### src/rtl/smf_pkg.sv
`default_nettype none

package smf_pkg;

    localparam int PIX_W      = 16;
    localparam int ROW_W      = 16;
    localparam int COL_W      = 12;
    localparam int FW_W       = 13;
    localparam int CFG_IDX_W  = 2;
    localparam int CFG_DATA_W = 16;

    localparam int WIDTH_RESET  = 1920;
    localparam int HEIGHT_RESET = 1080;
    localparam int WIDTH_LIMIT  = 4096;

    localparam logic [CFG_IDX_W-1:0] CFG_FRAME_WIDTH  = 2'd0;
    localparam logic [CFG_IDX_W-1:0] CFG_FRAME_HEIGHT = 2'd1;

    // bit positions in the result mask, also the emission order
    localparam int RES_A   = 0;   // interior result, column - 1
    localparam int RES_B   = 1;   // interior result, last column
    localparam int RES_P   = 2;   // pass-through of the arriving pixel
    localparam int RES_NUM = 3;

    localparam int Q_DEPTH = 4;
    localparam int Q_PTR_W = 2;
    localparam int Q_CNT_W = 3;

    typedef struct packed {
        logic [ROW_W-1:0]   row;
        logic [COL_W-1:0]   col;
        logic [PIX_W-1:0]   val_a;
        logic [PIX_W-1:0]   val_b;
        logic [PIX_W-1:0]   pixel;
        logic [RES_NUM-1:0] emit;
    } job_t;

    // duplicate of any equal pair, else the minimum
    function automatic logic [PIX_W-1:0] vote3(input logic [PIX_W-1:0] a,
                                               input logic [PIX_W-1:0] b,
                                               input logic [PIX_W-1:0] c);
        logic [PIX_W-1:0] m;
        m = (a < b) ? a : b;
        if (a == b || a == c)
            vote3 = a;
        else if (b == c)
            vote3 = b;
        else
            vote3 = (m < c) ? m : c;
    endfunction

endpackage

`default_nettype wire

### src/rtl/smf_back.sv
`default_nettype none

module smf_back (
    input  wire logic                      clk,
    input  wire logic                      rst_n,
    input  wire logic                      q_empty,
    input  wire smf_pkg::job_t             head,
    output logic                           pop,
    output logic                           out_valid,
    input  wire logic                      out_stall,
    output logic [smf_pkg::ROW_W-1:0]      out_row,
    output logic [smf_pkg::COL_W-1:0]      out_col,
    output logic [smf_pkg::PIX_W-1:0]      value,
    output logic                           last_of_run
);

    logic [smf_pkg::RES_NUM-1:0] done_reg, done_next;
    logic                        out_valid_reg, out_valid_next;
    logic [smf_pkg::ROW_W-1:0]   row_reg, row_sel;
    logic [smf_pkg::COL_W-1:0]   col_reg, col_sel;
    logic [smf_pkg::PIX_W-1:0]   value_reg, value_sel;
    logic                        last_reg, is_last;
    logic [smf_pkg::RES_NUM-1:0] rem, pick;
    logic                        load;

    always_comb
    begin
        rem     = head.emit & ~done_reg;
        pick    = rem & (~rem + smf_pkg::RES_NUM'(1));   // lowest pending result
        is_last = ((rem & ~pick) == '0);
        load    = !q_empty && (!out_valid_reg || !out_stall);
        pop     = load && is_last;
        if (pick[smf_pkg::RES_A])
        begin
            row_sel   = head.row - smf_pkg::ROW_W'(1);
            col_sel   = head.col - smf_pkg::COL_W'(1);
            value_sel = head.val_a;
        end
        else if (pick[smf_pkg::RES_B])
        begin
            row_sel   = head.row - smf_pkg::ROW_W'(1);
            col_sel   = head.col;
            value_sel = head.val_b;
        end
        else
        begin
            row_sel   = head.row;
            col_sel   = head.col;
            value_sel = head.pixel;
        end
        done_next = done_reg;
        if (load)
            done_next = is_last ? '0 : (done_reg | pick);
        out_valid_next = load ? 1'b1 : (out_valid_reg && out_stall);
    end

    always_ff @(posedge clk or negedge rst_n)
    begin
        if (!rst_n)
        begin
            done_reg      <= '0;
            out_valid_reg <= 1'b0;
        end
        else
        begin
            done_reg      <= done_next;
            out_valid_reg <= out_valid_next;
        end
    end

    always_ff @(posedge clk)
    begin
        if (load)
        begin
            row_reg   <= row_sel;
            col_reg   <= col_sel;
            value_reg <= value_sel;
            last_reg  <= is_last;
        end
    end

    assign out_valid   = out_valid_reg;
    assign out_row     = row_reg;
    assign out_col     = col_reg;
    assign value       = value_reg;
    assign last_of_run = last_reg;

endmodule

`default_nettype wire

### config.mk
export PLATFORM = sky130hd
export DESIGN_NAME = smf_back
export DESIGN_NICKNAME = d
export VERILOG_FILES = /design/src/rtl/smf_pkg.sv /design/src/rtl/smf_back.sv
export SDC_FILE = /design/constraint.sdc
export NUM_CORES = 1
export LEC_CHECK = 0
export CELL_PAD_IN_SITES_DETAIL_PLACEMENT = 1
export CELL_PAD_IN_SITES_GLOBAL_PLACEMENT = 2
export CORE_MARGIN = 4
export CORE_UTILIZATION = 39
export DETAILED_ROUTE_END_ITERATION = 8
export DONT_BUFFER_PORTS = 1
export GPL_TIMING_DRIVEN = 0
export HOLD_SLACK_MARGIN = 0.05
export PLACE_DENSITY_LB_ADDON = 0.3
export SLEW_MARGIN = 10
export SYNTH_ARGS = -nofsm -noshare
export SYNTH_HDL_FRONTEND = slang
export SYNTH_SLANG_ARGS = --single-unit
### constraint.sdc
create_clock -name clk -period 6.08 [get_ports clk]
set_input_delay 0.608 -clock clk [delete_from_list [all_inputs] [get_ports clk]]
set_output_delay 0.608 -clock clk [all_outputs]
set_load 0.01 [all_outputs]
# == Word-level counts from Yosys, hierarchy flattened ==
# Index checks and enable logic that the tools add are counted.
# Widths: inputs -> output; s select.
# classes
mux,7
n_addsub,3
n_bitwise,7
reduce_logical,8
# ops
cell,n
$mux 16,4
$sub 16x1->16 const B,1
$mux 12,1
$sub 12x1->12 const B,1
$and 3x3->3,3
$not 3->3,3
$add 3x1->3 const B,1
$logic_and 1x1->1,3
$logic_not 1->1,3
$logic_not 3->1,1
$mux 3,1
$or 3x3->3,1
$logic_or 1x1->1,1
$mux 1,1
# totals
inputBits,83
out_inout_bits,47
word_cells,31
reg_bits,49

# == Depth between registers and ports, before layout ==
# depth
depth_word,9
depth_mapped,6
mapped_depth_nobuf,6

# == Worst setup path after synthesis ==
# No wires, ideal clock.
# synth_timing
path_kind,input -> register
startpoint,input q_empty
endpoint,register done_reg[0] (netlist name)
cell_stages,4
arrival_ps,2139
setup_time_ps,123
required_ps,5957
n_path_buf,0
slack_ps,3817
path_cell_list,nand2b_1 -> inv_1 -> o21ai_0 -> a22o_1
# synth_via
elab_chain_cells,2
# synth_rtl
item,line,rtl
start: declaration,smf_back.sv:6,"input wire logic q_empty,"
$logic_not 1->1,smf_back.sv:31,load = !q_empty && (!out_valid_reg || !out_stall);
$logic_and 1x1->1,smf_back.sv:31,
named net load,smf_back.sv:24,logic load;
end signal: assignment,smf_back.sv:66,done_reg <= done_next;
end: declaration,smf_back.sv:17,"logic [smf_pkg::RES_NUM-1:0] done_reg, done_next;"
# The timed path passes the listed nets, and every way through them passes these cells.
# A chain may end at the register's enable or synchronous reset.

# == Final worst setup path ==
# layout_timing
startpoint,register done_reg[1] (netlist name)
endpoint,output pop
# layout_via
elab_chain_cells,9
# layout_rtl
item,line,rtl
$not 3->3 *,smf_back.sv:28,rem = head.emit & ~done_reg;
$and 3x3->3 *,smf_back.sv:28,
$not 3->3,smf_back.sv:29,pick = rem & (~rem + smf_pkg::RES_NUM'(1));
$add 3x1->3,smf_back.sv:29,
$and 3x3->3,smf_back.sv:29,
$not 3->3,smf_back.sv:30,is_last = ((rem & ~pick) == '0);
$and 3x3->3 *,smf_back.sv:30,
$logic_not 3->1 *,smf_back.sv:30,
$logic_and 1x1->1 *,smf_back.sv:32,pop = load && is_last;
end: declaration,smf_back.sv:8,"output logic pop,"
# Every way passes the cells marked *; elsewhere a longest branch is shown, timed or not.

==> summary.txt <==
Placed design
  – DP Cell Count: 295
  – GP Congestion: 0.7070
  – I/O Buffers: 0
  – Hpwl dp: 4.809 mm

Routing
  – DRT iter0 DRCs: 82
  – Routed via count: 1684
  – Post-route ant nets: 0
  – Drt wl/cell: 20.49 µm
  – Routed vias/inst: 5.539
  – WL final: 6.229 mm
  – Drt drc: 0
  – First-pass detailed-route iteration total: 4

Cells and area
  – Diodes inserted: 0
  – Commonest non-fill, non-tap cell in the layout: nand2_1
  – Final non-filler cell total: 304
  – Final nets: 313
  – Share of layout cells above drive strength 1: 7.424%
  – Filler cell count: 664
  – Area growth syn-to-layout: 8.462%
  – Area of the multi-input gates: 938.4 µm²
  – Final core occ: 44.17%
  – FF/Latch Area: 0.001451 mm²
  – Most frequent cells in the layout: 48 x nand2_1, 45 x edfxtp_1, 25 x nor2_1

CTS
  – Hold-fix buffers, CTS: 1
  – Worst-path clk slew: 0.09 ns
  – CTS Sinks: 49
  – Worst skew pair latency: 0.30 ns
  – Clk buf depth: 2
  – Post-CTS Setup Repair Bufs: 0
  – Post-CTS sizing: 0
  – H-tree depth: 2
  – Clock buffer count from CTS: 5
  – CTS tree: done
  – Clk root buf: clkbuf_8

Timing
  – Period utilisation layout: 36.60%
  – Actual slew at the worst max-slew pin: 0.5240 ns
  – Fmax: 449.3 MHz
  – Tmin final: 2.225 ns
  – Final Hold Viols: 0
  – Final setup fails: 0
  – Worst slew margin: 65.07%
  – Final slew viol count: 0
  – TNS Setup: 0 ns
  – RSZ-0062 raised after global routing: no
  – Skew final: 0.001873 ns

Floorplanning
  – DIE WIDTH: 87.10 µm
  – I/O pin total: 130
  – CORE AREA: 0.005991 mm²
  – Initial core utilization: 40.73%
  – DIE AREA: 0.007586 mm²
  – Die height: 87.10 µm
  – FP Rows: 28

Yosys
  – Syn Inst Count: 219
  – Register area share after synthesis: 59.49%
  – Synthesized cell area: 0.002440 mm²
  – Synthesized flop and latch total: 49
  – Netlist cell types: 29
  – Post-synth net total: 304
  – Mean Syn Cell Area: 11.14 µm²
  – Synth Warn #: 0

Hold path
  – Hold Path Class: in2reg

Worst setup path
  – Critical Path Start Type: register
  – Critical Path RT: 5.47 ns
  – Most numerous cell on the critical path: nand2_1
  – Crit path max-delay family: simple AND/OR/NAND/NOR gates
  – Setup CP Type: reg2out
  – Buf/Inv on CP: 1
  – Crit path max fanout: 9
  – CP Cell Sequence: and2b_1, clkbuf_1, nand2_1, nand2_1, a21oi_1
  – Worst setup EP type: output pin
  – Arr. time, crit path: 1.62 ns
  – Slowest-stage cell, CP: dfrtp_1
  – Crit path largest cell delay: 0.37 ns

Pwr
  – Leak: 0.9225 nW
  – Seq pwr share: 59.9%
  – Clock power frac: 26.4%
  – Psw: 0.1949 mW
  – Worst VDD drop: 0.09219 mV
  – Tot Pwr: 0.7173 mW
  – Logic pwr share: 13.6%
  – Pwr/cell area: 271.1 mW/mm²
  – Internal power: 0.5223 mW
  – Switching part of the total power: 27.18%

Global route
  – Initial antenna violation count: 0
  – GRT overflow: 0
  – First-pass GRT wire length: 9.604 mm
  – Largest net degree at the start of global routing: 41
  – Vias in the first global route: 1863
  – GRT Util Overall: 16.57%

Status
  – Status: finished clean

Job
  – Max Cap Viol: 0
per-stage QoR:
stage               area (µm²)  hold slack (ns)  setup slack, ns
floorplan                 2440           0.3124            3.817
global placement          2534           0.3127            3.315
detailed placement        2554           0.3127            3.929
CTS                       2646           0.3558            3.808
global route              2646           0.3536            3.658
finish                    2646           0.3684            3.855
power groups by stage:
| stage | combinational, mW | clock (mW) | sequential [mW] |
|---|---|---|---|
| after detailed placement | 0.0997 | 0 | 0.439 |
| after global placement | 0.0929 | 0 | 0.438 |
| after global routing | 0.112 | 0.215 | 0.433 |
| after floorplan | 0.0734 | 0 | 0.433 |
| final | 0.0979 | 0.190 | 0.430 |
| after CTS | 0.101 | 0.196 | 0.431 |
cell families after synthesis:
kind of cell / synth area share [%]
AO/OA/AOI/OAI: 8.359
XOR/XNOR: 8.974
adder cells (fa/ha/maj): 1.025
buffers and inverters: 2.051
flip-flops: 59.49
AND/OR/NAND/NOR: 20.10
cell usage after synthesis:
| master | n | area (µm²) |
|---|---|---|
| nand2_1 | 48 | 180.2 |
| edfxtp_1 | 45 | 1351 |
| nor2_1 | 25 | 93.84 |
| a31oi_1 | 16 | 100.1 |
| xnor2_1 | 13 | 113.9 |
| xor2_1 | 12 | 105.1 |
| clkbuf_1 | 7 | 26.28 |
| nand3_1 | 6 | 30.03 |
| inv_1 | 5 | 18.77 |
| nor3_1 | 5 | 25.02 |
| dfrtp_1 | 4 | 100.1 |
| nor4_1 | 4 | 25.02 |
| o21ai_0 | 4 | 20.02 |
| a21oi_1 | 3 | 15.01 |
| nand2b_1 | 3 | 18.77 |
| a21boi_0 | 2 | 15.01 |
| ha_1 | 2 | 25.02 |
| nand2b_4 | 2 | 27.53 |
| nor2b_1 | 2 | 12.51 |
| o41ai_1 | 2 | 17.52 |
| a2111oi_4 | 1 | 27.53 |
| a22o_1 | 1 | 8.760 |
| and2b_1 | 1 | 7.510 |
| buf_2 | 1 | 5.000 |
| nand4_1 | 1 | 6.260 |
| nor3b_2 | 1 | 12.51 |
| nor4_2 | 1 | 12.51 |
| nor4b_2 | 1 | 15.01 |
| nor4b_4 | 1 | 23.77 |
cell type report:
type / count / area share, %
Tap cell: 75 / 3.546
Clock inverter: 2 / 0.3783
Clock buffer: 6 / 2.742
Timing Repair Buffer: 2 / 1.135
Multi-Input combinational cell: 157 / 35.46
Buffer: 8 / 1.182
Sequential cell: 49 / 54.85
Inverter: 5 / 0.7092
worst paths after layout:
| kind | start | slack (ns) | end | cells past startpoint |
|---|---|---|---|---|
| setup reg to reg | done_reg[0]$_DFFE_PN0P_ | 4.24 | value[4]$_DFFE_PP_ | 4 |
| min in group asynchronous | rst_n | 0.59 | out_valid$_DFF_PN0_ | 1 |
| hold / removal | q_empty | 0.37 | out_valid$_DFF_PN0_ | 1 |
| hold reg to reg | done_reg[1]$_DFFE_PN0P_ | 0.52 | done_reg[1]$_DFFE_PN0P_ | 2 |
| setup / recovery | done_reg[1]$_DFFE_PN0P_ | 3.85 | pop | 5 |
| max in group asynchronous | rst_n | 5.30 | done_reg[2]$_DFFE_PN0P_ | 1 |
layer usage:
| metal | vias up | share of wire, % | GRT usage, % |
|---|---|---|---|
| met3 | 2 | 10 | 7.474 |
| met4 | 0 | 0.47 | 4.603 |
| met1 | 809 | 41 | 19.94 |
| met5 | - | 0 | 0 |
| li1 | 791 | - | - |
| met2 | 82 | 48 | 26.92 |
worst register-to-register path, delay by kind of cell (launching register included):
kind / cells / cell delay, ns
and+or+nand+nor: 1 / 0.18
DFF: 1 / 0.41
buffers and inverters: 2 / 0.82
AOI/OAI and AO/OA: 1 / 0.17
No activity file was read; power rests on OpenSTA's default activity.
