**src/rtl/smf_pkg.sv**
```systemverilog
`default_nettype none

package smf_pkg;

    localparam int PIX_W      = 16;
    localparam int ROW_W      = 16;
    localparam int COL_W      = 12;
    localparam int FW_W       = 13;
    localparam int CFG_IDX_W  = 2;
    localparam int CFG_DATA_W = 16;

    localparam int WIDTH_RESET  = 1920;
    localparam int HEIGHT_RESET = 1080;
    localparam int WIDTH_LIMIT  = 4096;

    localparam logic [CFG_IDX_W-1:0] CFG_FRAME_WIDTH  = 2'd0;
    localparam logic [CFG_IDX_W-1:0] CFG_FRAME_HEIGHT = 2'd1;

    // bit positions in the result mask, also the emission order
    localparam int RES_A   = 0;   // interior result, column - 1
    localparam int RES_B   = 1;   // interior result, last column
    localparam int RES_P   = 2;   // pass-through of the arriving pixel
    localparam int RES_NUM = 3;

    localparam int Q_DEPTH = 4;
    localparam int Q_PTR_W = 2;
    localparam int Q_CNT_W = 3;

    typedef struct packed {
        logic [ROW_W-1:0]   row;
        logic [COL_W-1:0]   col;
        logic [PIX_W-1:0]   val_a;
        logic [PIX_W-1:0]   val_b;
        logic [PIX_W-1:0]   pixel;
        logic [RES_NUM-1:0] emit;
    } job_t;

    // duplicate of any equal pair, else the minimum
    function automatic logic [PIX_W-1:0] vote3(input logic [PIX_W-1:0] a,
                                               input logic [PIX_W-1:0] b,
                                               input logic [PIX_W-1:0] c);
        logic [PIX_W-1:0] m;
        m = (a < b) ? a : b;
        if (a == b || a == c)
            vote3 = a;
        else if (b == c)
            vote3 = b;
        else
            vote3 = (m < c) ? m : c;
    endfunction

endpackage

`default_nettype wire

```
**src/rtl/smf_queue.sv**
```systemverilog
`default_nettype none

module smf_queue (
    input  wire logic          clk,
    input  wire logic          rst_n,
    input  wire logic          push,
    input  wire smf_pkg::job_t push_job,
    output logic               full,
    input  wire logic          pop,
    output logic               empty,
    output smf_pkg::job_t      head
);

    smf_pkg::job_t                 data_reg [smf_pkg::Q_DEPTH];
    logic [smf_pkg::Q_PTR_W-1:0]   wr_ptr_reg, wr_ptr_next;
    logic [smf_pkg::Q_PTR_W-1:0]   rd_ptr_reg, rd_ptr_next;
    logic [smf_pkg::Q_CNT_W-1:0]   count_reg, count_next;
    logic                          do_push, do_pop;

    always_comb
    begin
        full        = (count_reg == smf_pkg::Q_CNT_W'(smf_pkg::Q_DEPTH));
        empty       = (count_reg == '0);
        do_push     = push && !full;
        do_pop      = pop && !empty;
        head        = data_reg[rd_ptr_reg];
        wr_ptr_next = do_push ? wr_ptr_reg + smf_pkg::Q_PTR_W'(1) : wr_ptr_reg;
        rd_ptr_next = do_pop ? rd_ptr_reg + smf_pkg::Q_PTR_W'(1) : rd_ptr_reg;
        count_next  = count_reg;
        if (do_push && !do_pop)
            count_next = count_reg + smf_pkg::Q_CNT_W'(1);
        else if (do_pop && !do_push)
            count_next = count_reg - smf_pkg::Q_CNT_W'(1);
    end

    always_ff @(posedge clk or negedge rst_n)
    begin
        if (!rst_n)
        begin
            wr_ptr_reg <= '0;
            rd_ptr_reg <= '0;
            count_reg  <= '0;
        end
        else
        begin
            wr_ptr_reg <= wr_ptr_next;
            rd_ptr_reg <= rd_ptr_next;
            count_reg  <= count_next;
        end
    end

    always_ff @(posedge clk)
    begin
        if (do_push)
            data_reg[wr_ptr_reg] <= push_job;
    end

endmodule

`default_nettype wire

```
**config.mk**
```make
export PLATFORM = sky130hd
export DESIGN_NAME = smf_queue
export DESIGN_NICKNAME = d
export VERILOG_FILES = /design/src/rtl/smf_pkg.sv /design/src/rtl/smf_queue.sv
export SDC_FILE = /design/constraint.sdc
export NUM_CORES = 1
export LEC_CHECK = 0
export ABC_AREA = 0
export BUFFER_PORTS_ARGS = -buffer_cell sky130_fd_sc_hd__buf_2
export CORE_UTILIZATION = 45
export CTS_BUF_LIST = sky130_fd_sc_hd__clkbuf_16
export DETAILED_ROUTE_END_ITERATION = 12
export GPL_TIMING_DRIVEN = 0
export PLACE_DENSITY = 0.75
export SETUP_SLACK_MARGIN = 0.3
export SLEW_MARGIN = 0
export SYNTH_ARGS = -nofsm -noshare
export SYNTH_HDL_FRONTEND = slang
export SYNTH_SLANG_ARGS = --single-unit
```
**constraint.sdc**
```tcl
create_clock -name clk -period 4.3 [get_ports clk]
set_clock_uncertainty 0.05 [all_clocks]
set_input_delay 0.215 -clock clk [delete_from_list [all_inputs] [get_ports clk]]
set_output_delay 0.215 -clock clk [all_outputs]
set_load 0.01 [all_outputs]
```
After elaboration in Yosys (flattened, before gate mapping)
Memory sizes are Yosys's and may differ from the RTL's.
Cells that the tools add are included.

operators by class
  add/sub/neg operators = 4
  equal/unequal tests = 1
  multiplexer cells = 4
  reduce and logical (&&, ||, !) cells = 10

operators with widths
  cell                                                                 count
  3-bit two-way mux                                                    2
  2-bit by 1-bit adder with 2-bit output (second input constant)       2
  1-bit logical AND                                                    4
  1-bit logical NOT                                                    4
  3-bit by 1-bit adder with 3-bit output (second input constant)       1
  3-bit equality test (second input constant)                          1
  3-bit logical NOT                                                    1
  3-bit by 1-bit subtractor with 3-bit output (second input constant)  1
  1-bit two-way mux                                                    2
  2-bit nonzero test                                                   1

storage, ports and cells
  register bits = 7
  memory bits (writable) = 316
  input bits = 83
  output and inout bits = 81
  word-level logic and storage cells = 23
  memories kept = 1

memory list
  name      words  width  rd ports  clocked after memory_dff  write ports  RTL line         text
  data_reg  4      79     1         0                         1            smf_queue.sv:14  smf_pkg::job_t data_reg [smf_pkg::Q_DEPTH];

Logic depth before layout (Yosys ltp)
Gate-level depths: netlist of run 1.

  depth in word-level cells = 7
  mapped depth = 9
  mapped depth without buffers = 8

Worst setup path after synthesis of run 1
No wires, ideal clock.

  path type = register -> register
  start = register count_reg[2] (netlist name)
  end = memory data_reg[0][0] (netlist name) (enable)
  library setup time = 0.446 ns
  arrival time = 2.667 ns
  required time = 3.804 ns
  slack = 1.137 ns
  stages on the path, launching flop included = 5
  path buffers = 1
  period minus slack after synthesis = 3.163 ns
  path through = dfrtp_1 nor3b_2 nor2b_1 buf_6 and2_1

between the ends
  longest elaborated chain between the ends = 5

RTL lines
  element                                  RTL line         text
  start, declared                          smf_queue.sv:17  logic [smf_pkg::Q_CNT_W-1:0] count_reg, count_next;
  start signal, assigned                   smf_queue.sv:48  count_reg <= count_next;
  3-bit equality test                      smf_queue.sv:22  full = (count_reg == smf_pkg::Q_CNT_W'(smf_pkg::Q_DEPTH));
  net full                                 smf_queue.sv:8   output logic full,
  1-bit logical NOT                        smf_queue.sv:24  do_push = push && !full;
  1-bit logical AND                        smf_queue.sv:24
  net do_push                              smf_queue.sv:18  logic do_push, do_pop;
  1-bit two-way mux                        smf_queue.sv:54  if (do_push)
  1-bit two-way mux (implied by the code)  smf_queue.sv:55  data_reg[wr_ptr_reg] <= push_job;
  end, declared                            smf_queue.sv:14

The timed path passes the listed nets, and every way through them passes these cells.

==> results of run 1 <==
==> placed cells by master, fill, tap and decap left out, drive strengths merged <==
| cell type | Yosys | final |
|---|---|---|
| nor2 | 1 | 1 |
| ha | 5 | 5 |
| clkinv | 0 | 8 |
| nor2b | 1 | 1 |
| buf | 18 | 185 |
| xor2 | 2 | 2 |
| or3 | 1 | 1 |
| and2 | 4 | 4 |
| clkbuf | 1 | 32 |
| inv | 4 | 15 |
| nand2 | 1 | 1 |
| nand3 | 1 | 1 |
| bufinv | 0 | 4 |
| mux4 | 79 | 79 |
| mux2 | 2 | 2 |
| nor3b | 1 | 1 |
| dlygate4sd3 | 0 | 82 |
| clkinvlp | 0 | 2 |
| dfrtp | 7 | 7 |
| edfxtp | 316 | 316 |
| fa | 1 | 1 |
| xnor2 | 4 | 4 |
==> timing repair <==
item,4_1_cts,5_1_grt
hold endpoints to repair,325,0
hold buffers,82,0
setup buffers,0,0
==> worst min-delay path, delay by kind of cell <==
| kind | cells | cell delay, ns |
|---|---|---|
| buf+inv | 2 | 0.22 |
| simple gates | 1 | 0.15 |
| xor+xnor | 1 | 0.06 |
==> stage by stage <==
stage	total power, mW	hold WS, ns	setup WS, ns	setup TNS (ns)	instances
floorplan	6.37	-0.131	1.14	0	449
global placement	7.39	-0.00145	-0.235	-70.74	947
detailed placement	7.49	0.0116	2.10	0	951
CTS	10.2	0.0608	1.65	0	1089
global route	10.5	0.101	1.57	0	1089
finish	10.0	0.0904	1.72	0	1089
==> power groups by stage <==
| stage | sequential (mW) | clock [mW] | combinational [mW] |
|---|---|---|---|
| 2_1_floorplan | 4.36 | 0 | 2.00 |
| 3_3_place_gp | 4.42 | 0 | 2.97 |
| 3_5_place_dp | 4.38 | 0 | 3.12 |
| 4_1_cts | 4.31 | 2.67 | 3.19 |
| 5_1_grt | 4.36 | 2.78 | 3.38 |
| 6_report | 4.31 | 2.60 | 3.10 |
==> cell families (layout without fill, tap and decap cells) <==
kind of cell               Yosys count  count (layout)
buffers and inverters               23             328
DFF                                323             323
and+or+nand+nor                     10              10
adders and majority gates            6               6
muxes                               81              81
xor gates and xnor gates             6               6
==> per-layer routing <==
| layer | part of all wire [%] | track usage (%) | vias up | wire length (um) |
|---|---|---|---|---|
| li1 | - | - | 2491 | - |
| met1 | 42 | 21.0 | 2886 | 9320 |
| met2 | 52 | 29.7 | 149 | 11500 |
| met3 | 4.5 | 3.01 | 41 | 999 |
| met4 | 2.2 | 5.09 | 0 | 487 |
| met5 | 0 | 0 | - | 0 |
==> final timing paths <==
check	from	end	depth (start not counted)
worst max-delay path	rd_ptr_reg[1]	head[24]	4
max in group asynchronous	rst_n	count_reg[2]	3
worst max register to register	count_reg[0]	count_reg[2]	8
min in group asynchronous	rst_n	rd_ptr_reg[0]	3
worst min register to register	count_reg[2]	count_reg[2]	1
worst min-delay path	push	wr_ptr_reg[0]	4
==> layout make-up <==
type,instances,area share [%]
inverters,4,0.0997
clock inverters,25,1.39
plain buffers,19,1.50
flip-flops and latches,323,64.1
clock buffers,31,5.15
well taps,335,2.78
repair buffers,249,11.6
multi-input cells,103,13.3
==> out/metrics.yaml, run 1 <==
status: "finished clean"
grt_pass1_vias: 6209
arrival_ns: 2.31
cts_tree: "done"
multi_input_area_um2: 2010
drtIter0Drc: 409
max_cap_violations: 0
synth_cell_types: 20
tightest_slew_ns: 0.638
vias_per_cell: 5.11
startpoint_type: "flop"
netlist_area_um2: 11900
swShare_pct: 28.1
vdd_ir_drop_max_uv: 441
max_clock_freq_mhz: 388
ys_top_cells_by_area: "edfxtp_1, mux4_2, dfrtp_1"
setup_viol: 0
path_buf_inv: 3
min_period_over_period_pct: 59.9
cp_common_cell: "buf_2"
cp_data_required_time_ns: 4.03
ant_nets: 0
rsz0062_at_grt: "no"
track_usage_pct: 16.8
synthAdderAreaFrac_pct: 0.694
coreArea_um2: 26000
syn-num-nets: 538
clk_pin_slew_ns: 0.06
num_vias: 5567
fp.dieArea_um2: 27100
path_class: "reg2out"
fin_util_pct: 58.0
drt-wirelength-per-cell_um: 20.5
cp_top_family: "buffers and inverters"
finalWirelength_mm: 22.4
ys_top_cells_by_count: "edfxtp_1, mux4_2, buf_12, buf_2, dfrtp_1"
layout.nets: 820
synth_seq_area_share_pct: 81.2
die_h_um: 165
clockRootBuffer: "clkbuf_16"
clockPowerShare_pct: 26.0
gp_congestion: 0.746
synthSimpleGateAreaFrac_pct: 0.525
synth_compound_area_share_pct: 0
yosysTopAreaCell: "edfxtp_1"
power_leakage_nw: 5.27
diodes: 0
start_util_pct: 45.8
drive_gt1_share_pct: 41.1
grt_max_degree: 51
ys_warn_count: 0
largest_register_ffs: 316
clock_sinks: 323
synth_seq_cells: 323
clk_path_buf_depth: 3
ff2ff_setup_slack_ns: 2.05
synth_xor_area_share_pct: 0.441
hold_viol: 0
synth_top_area_share_pct: 79.7
min_path_type: "in2reg"
antenna_found_initial: 0
postSynthAreaPerCell_um2: 26.5
p_sw_mw: 2.82
drv_slew: 0
yosysMostFrequentCell: "edfxtp_1"
synthCells: 449
overflow: 0
synth-edff-count: 316
fillCellCount: 1862
crit_path_top_delay_cell: "clkbuf_1"
register_area_um2: 9660
rows: 59
synth_top_family_by_area: "multiplexers"
portBuffers: 163
areaGrowthSynthToFinish_pct: 26.5
dr.pass1.iters: 4
io_pins: 164
combPwrFrac_pct: 31.0
cpPeakStageDelay_ns: 0.46
path_cells: "clkbuf_1 -> buf_2 -> mux4_2 -> buf_2"
internal_power_mw: 7.19
muxShareOfSynthArea_pct: 15.1
synth-main-ff-cell: "edfxtp_1"
place_area_um2: 13300
seqPwrFrac_pct: 43.0
powerDensity_nw_per_um2: 665
period_minus_slack_ns: 2.58
stdcell_area_um2: 15100
clk_latency_ns: 0.55
htree_levels: 1
cts_resized: 0
cts_buffers: 31
worstPathMaxFanout: 10
dieWidth_um: 165
cp-end-kind: "output pin"
maxSlewHeadroom_pct: 57.5
drc: 0
synth_async_sr_flop_share_pct: 2.17
hpwl_mm: 13.0
grt_pass1_wl_mm: 34.1
Note: power is estimated with default switching activity, not from simulation.
==> run 2: changes to the inputs <==
- ABC_AREA: 0 -> 1
- PLACE_DENSITY: 0.75 -> 0.74
- clock period: 4.3 -> 2.5 ns (I/O delays scaled with it)
==> out/metrics.yaml, run 2 <==
crit_path_top_delay_cell: "dfrtp_1"  # was clkbuf_1
synth_seq_area_share_pct: 73.5  # was 81.2%
dieWidth_um: 173  # was 165 um
met2WireLength_mm: 14.6  # was 11.5 mm
grt_pass1_wl_mm: 46.0  # was 34.1 mm
cts_tree: "done"  # unchanged
ant_nets: 0  # unchanged
vdd_ir_drop_max_uv: 657  # was 441 uV
grt_max_degree: 31  # was 51
fin_tns_setup_ns: 0  # unchanged
hpwl_mm: 18.2  # was 13.0 mm
r2r-start: "count_reg[0]"  # unchanged
worstPathMaxFanout: 10  # unchanged
ys_warn_count: 0  # unchanged
maxUsedRoutingLayer: "met4"  # unchanged
syn-num-nets: 1072  # was 538
worstReg2RegEnd: "data_reg[1][29]"  # was count_reg[2]
powerDensity_nw_per_um2: 1160  # was 665 nW/um^2
track_usage_pct: 19.9  # was 16.8%
path_cells: "inv_2 -> buf_4 -> buf_2 -> nand2_1 -> o211ai_1 -> nand2_1 -> buf_2"  # was clkbuf_1 -> buf_2 -> mux4_2 -> buf_2
layout.nets: 1367  # was 820
register_area_um2: 9660  # unchanged
drtIter0Drc: 566  # was 409
multi_input_area_um2: 2590  # was 2010 um^2
ff2ff_path_depth: 6  # was 8
min_path_type: "in2reg"  # unchanged
rows: 62  # was 59
period_minus_slack_ns: 2.14
clk_pin_slew_ns: 0.06  # about the same
clock_sinks: 323  # unchanged
hold_depth: 2  # was 4
ys_top_cells_by_area: "edfxtp_1, nand2_1, o211ai_1"  # was edfxtp_1, mux4_2, dfrtp_1
ys_top_cells_by_count: "edfxtp_1, nand2_1, inv_1, o211ai_1, o211ai_2"  # was edfxtp_1, mux4_2, buf_12, buf_2, dfrtp_1
startpoint_type: "flop"  # unchanged
synth_seq_cells: 323  # unchanged
cts_setup_buffers: 0  # unchanged
synth-main-ff-cell: "edfxtp_1"  # unchanged
antenna_found_initial: 3  # was 0
arrival_ns: 1.96  # was 2.31 ns
max_cap_violations: 0  # unchanged
die_h_um: 173  # was 165 um
grt_pass1_vias: 8571  # was 6,209
min_to: "data_reg[2][28]"  # was wr_ptr_reg[0]
synth-edff-count: 316  # unchanged
max_clock_freq_mhz: 467
drc: 0  # unchanged
drt-wirelength-per-cell_um: 17.6  # was 20.5 um
hold_viol: 0  # unchanged
maxSlewHeadroom_pct: 36.9  # was 57.5%
power_leakage_nw: 6.88  # was 5.27 nW
largest_register_ffs: 316  # unchanged
tightest_slew_ns: 0.945  # was 0.638 ns
drv_slew: 0  # unchanged
coreArea_um2: 28700  # was 26,000 um^2
path_class: "reg2out"  # unchanged
yosysMostFrequentCell: "edfxtp_1"  # unchanged
worst_slack_ns: 0.360  # was 1.72 ns
cts_buffers: 35  # was 31
portBuffers: 163  # unchanged
path_buf_inv: 4  # was 3
vias_per_cell: 4.96  # was 5.11
whs_ns: 0.310  # was 0.0904 ns
rsz0062_at_grt: "yes"  # was no
synthCells: 983  # was 449
dr.pass1.iters: 5  # was 4
cpPeakStageDelay_ns: 0.40  # was 0.46 ns
status: "finished clean"  # unchanged
overflow: 0  # unchanged
io_pins: 164  # unchanged
setup_viol: 0  # unchanged
dp_slack_ns: 0.358  # was 2.10 ns
min_period_over_period_pct: 85.6
clk_latency_ns: 0.50  # was 0.55 ns
fin_util_pct: 58.3  # was 58.0%
htree_levels: 2  # was 1
met1_length_mm: 12.6  # was 9.32 mm
layout_common_cells: "edfxtp_1, nand2_1, inv_1, buf_2, o211ai_1"  # was edfxtp_1, buf_2, dlygate4sd3_1
cp_top_family: "buffers and inverters"  # unchanged
synth_async_sr_flop_share_pct: 2.17  # unchanged
clk_path_buf_depth: 3  # unchanged
ff2ff_setup_slack_ns: 0.42  # was 2.05 ns
areaGrowthSynthToFinish_pct: 27.2  # was 26.5%
cp-end-kind: "output pin"  # unchanged
synth_top_area_share_pct: 72.1  # was 79.7%
yosysTopAreaCell: "edfxtp_1"  # unchanged
clockRootBuffer: "clkbuf_16"  # unchanged
fillCellCount: 2265  # was 1,862
start_util_pct: 45.8  # about the same
netlist_area_um2: 13200  # was 11,900 um^2
finalWirelength_mm: 29.7  # was 22.4 mm
final_common_cell: "edfxtp_1"  # unchanged
drive_gt1_share_pct: 25.6  # was 41.1%
synth_cell_types: 19  # was 20
postSynthAreaPerCell_um2: 13.4  # was 26.5 um^2
num_vias: 8378  # was 5,567
cp_data_required_time_ns: 2.33  # was 4.03 ns
dr_wl_met3_mm: 1.71  # was 999 um
min_from: "push_job[28]"  # was push
fp.dieArea_um2: 29900  # was 27,100 um^2
gp_congestion: 0.751  # was 0.746
[run 2: changes by cell type after synthesis, moves of 8 or more]
cell / change
nand2_1: +254
buf_6: +10
o211ai_1: +112
o211ai_2: +46
inv_1: +166
clkbuf_1: +27
mux4_2: -79
buf_12: -8
[run 2: routing by layer]
layer | global-route usage, % | vias up
met2 | 34.0 | 286
met3 | 3.43 | 63
met4 | 8.08 | 0
met1 | 25.4 | 4008
met5 | 0 | -
li1 | - | 4021
[run 2: report_power, final]
group / total (mW) / internal (mW) / switching (mW)
registers: 7.38 / 7.11 / 0.266
clock network: 4.76 / 2.73 / 2.04
logic: 7.23 / 2.57 / 4.66
[run 2: how the worst max path moves through the flow]
stage | from | end | cells past startpoint
global placement | wr_ptr_reg[0] | data_reg[0][25] | 4
finish | rd_ptr_reg[0] | head[27] | 7
global route | rd_ptr_reg[0] | head[27] | 7
floorplan | count_reg[0] | data_reg[0][0] | 4
CTS | rd_ptr_reg[0] | head[43] | 7
detailed placement | count_reg[0] | data_reg[3][27] | 5
[run 2: what timing repair did]
item                                   CTS  global route
pin swaps                                0             1
hold buffers                            83             0
endpoints found under the hold margin  327             0
resized for setup                       36            13
gates cloned                             0             1
setup endpoints to repair               79            76
[run 2: metrics by stage]
| stage | power, mW | cell area, um^2 | instances |
|---|---|---|---|
| CTS | 19.5 | 16700 | 1686 |
| detailed placement | 14.5 | 14800 | 1541 |
| floorplan | 11.7 | 13200 | 983 |
| global route | 20.4 | 16700 | 1689 |
| global placement | 14.2 | 14500 | 1530 |
| finish | 19.4 | 16700 | 1690 |
[run 2: layout make-up]
cell class	count	area share, %
antenna	3	0.0449
tap	384	2.87
sequential	323	57.7
inverter	175	3.94
clock buffer	36	5.38
timing repair buffer	257	11.3
buffer	52	2.25
clock inverter	26	0.994
multi-input combinational	434	15.5
[run 2: logic make-up after synthesis]
| family | Yosys count | synth area share, % |
|---|---|---|
| adders and majority gates | 6 | 0.628 |
| AOI/OAI and AO/OA | 159 | 10.8 |
| xor gates and xnor gates | 1 | 0.0666 |
| buffers and inverters | 227 | 7.32 |
| and+or+nand+nor | 267 | 7.70 |
| DFF | 323 | 73.5 |
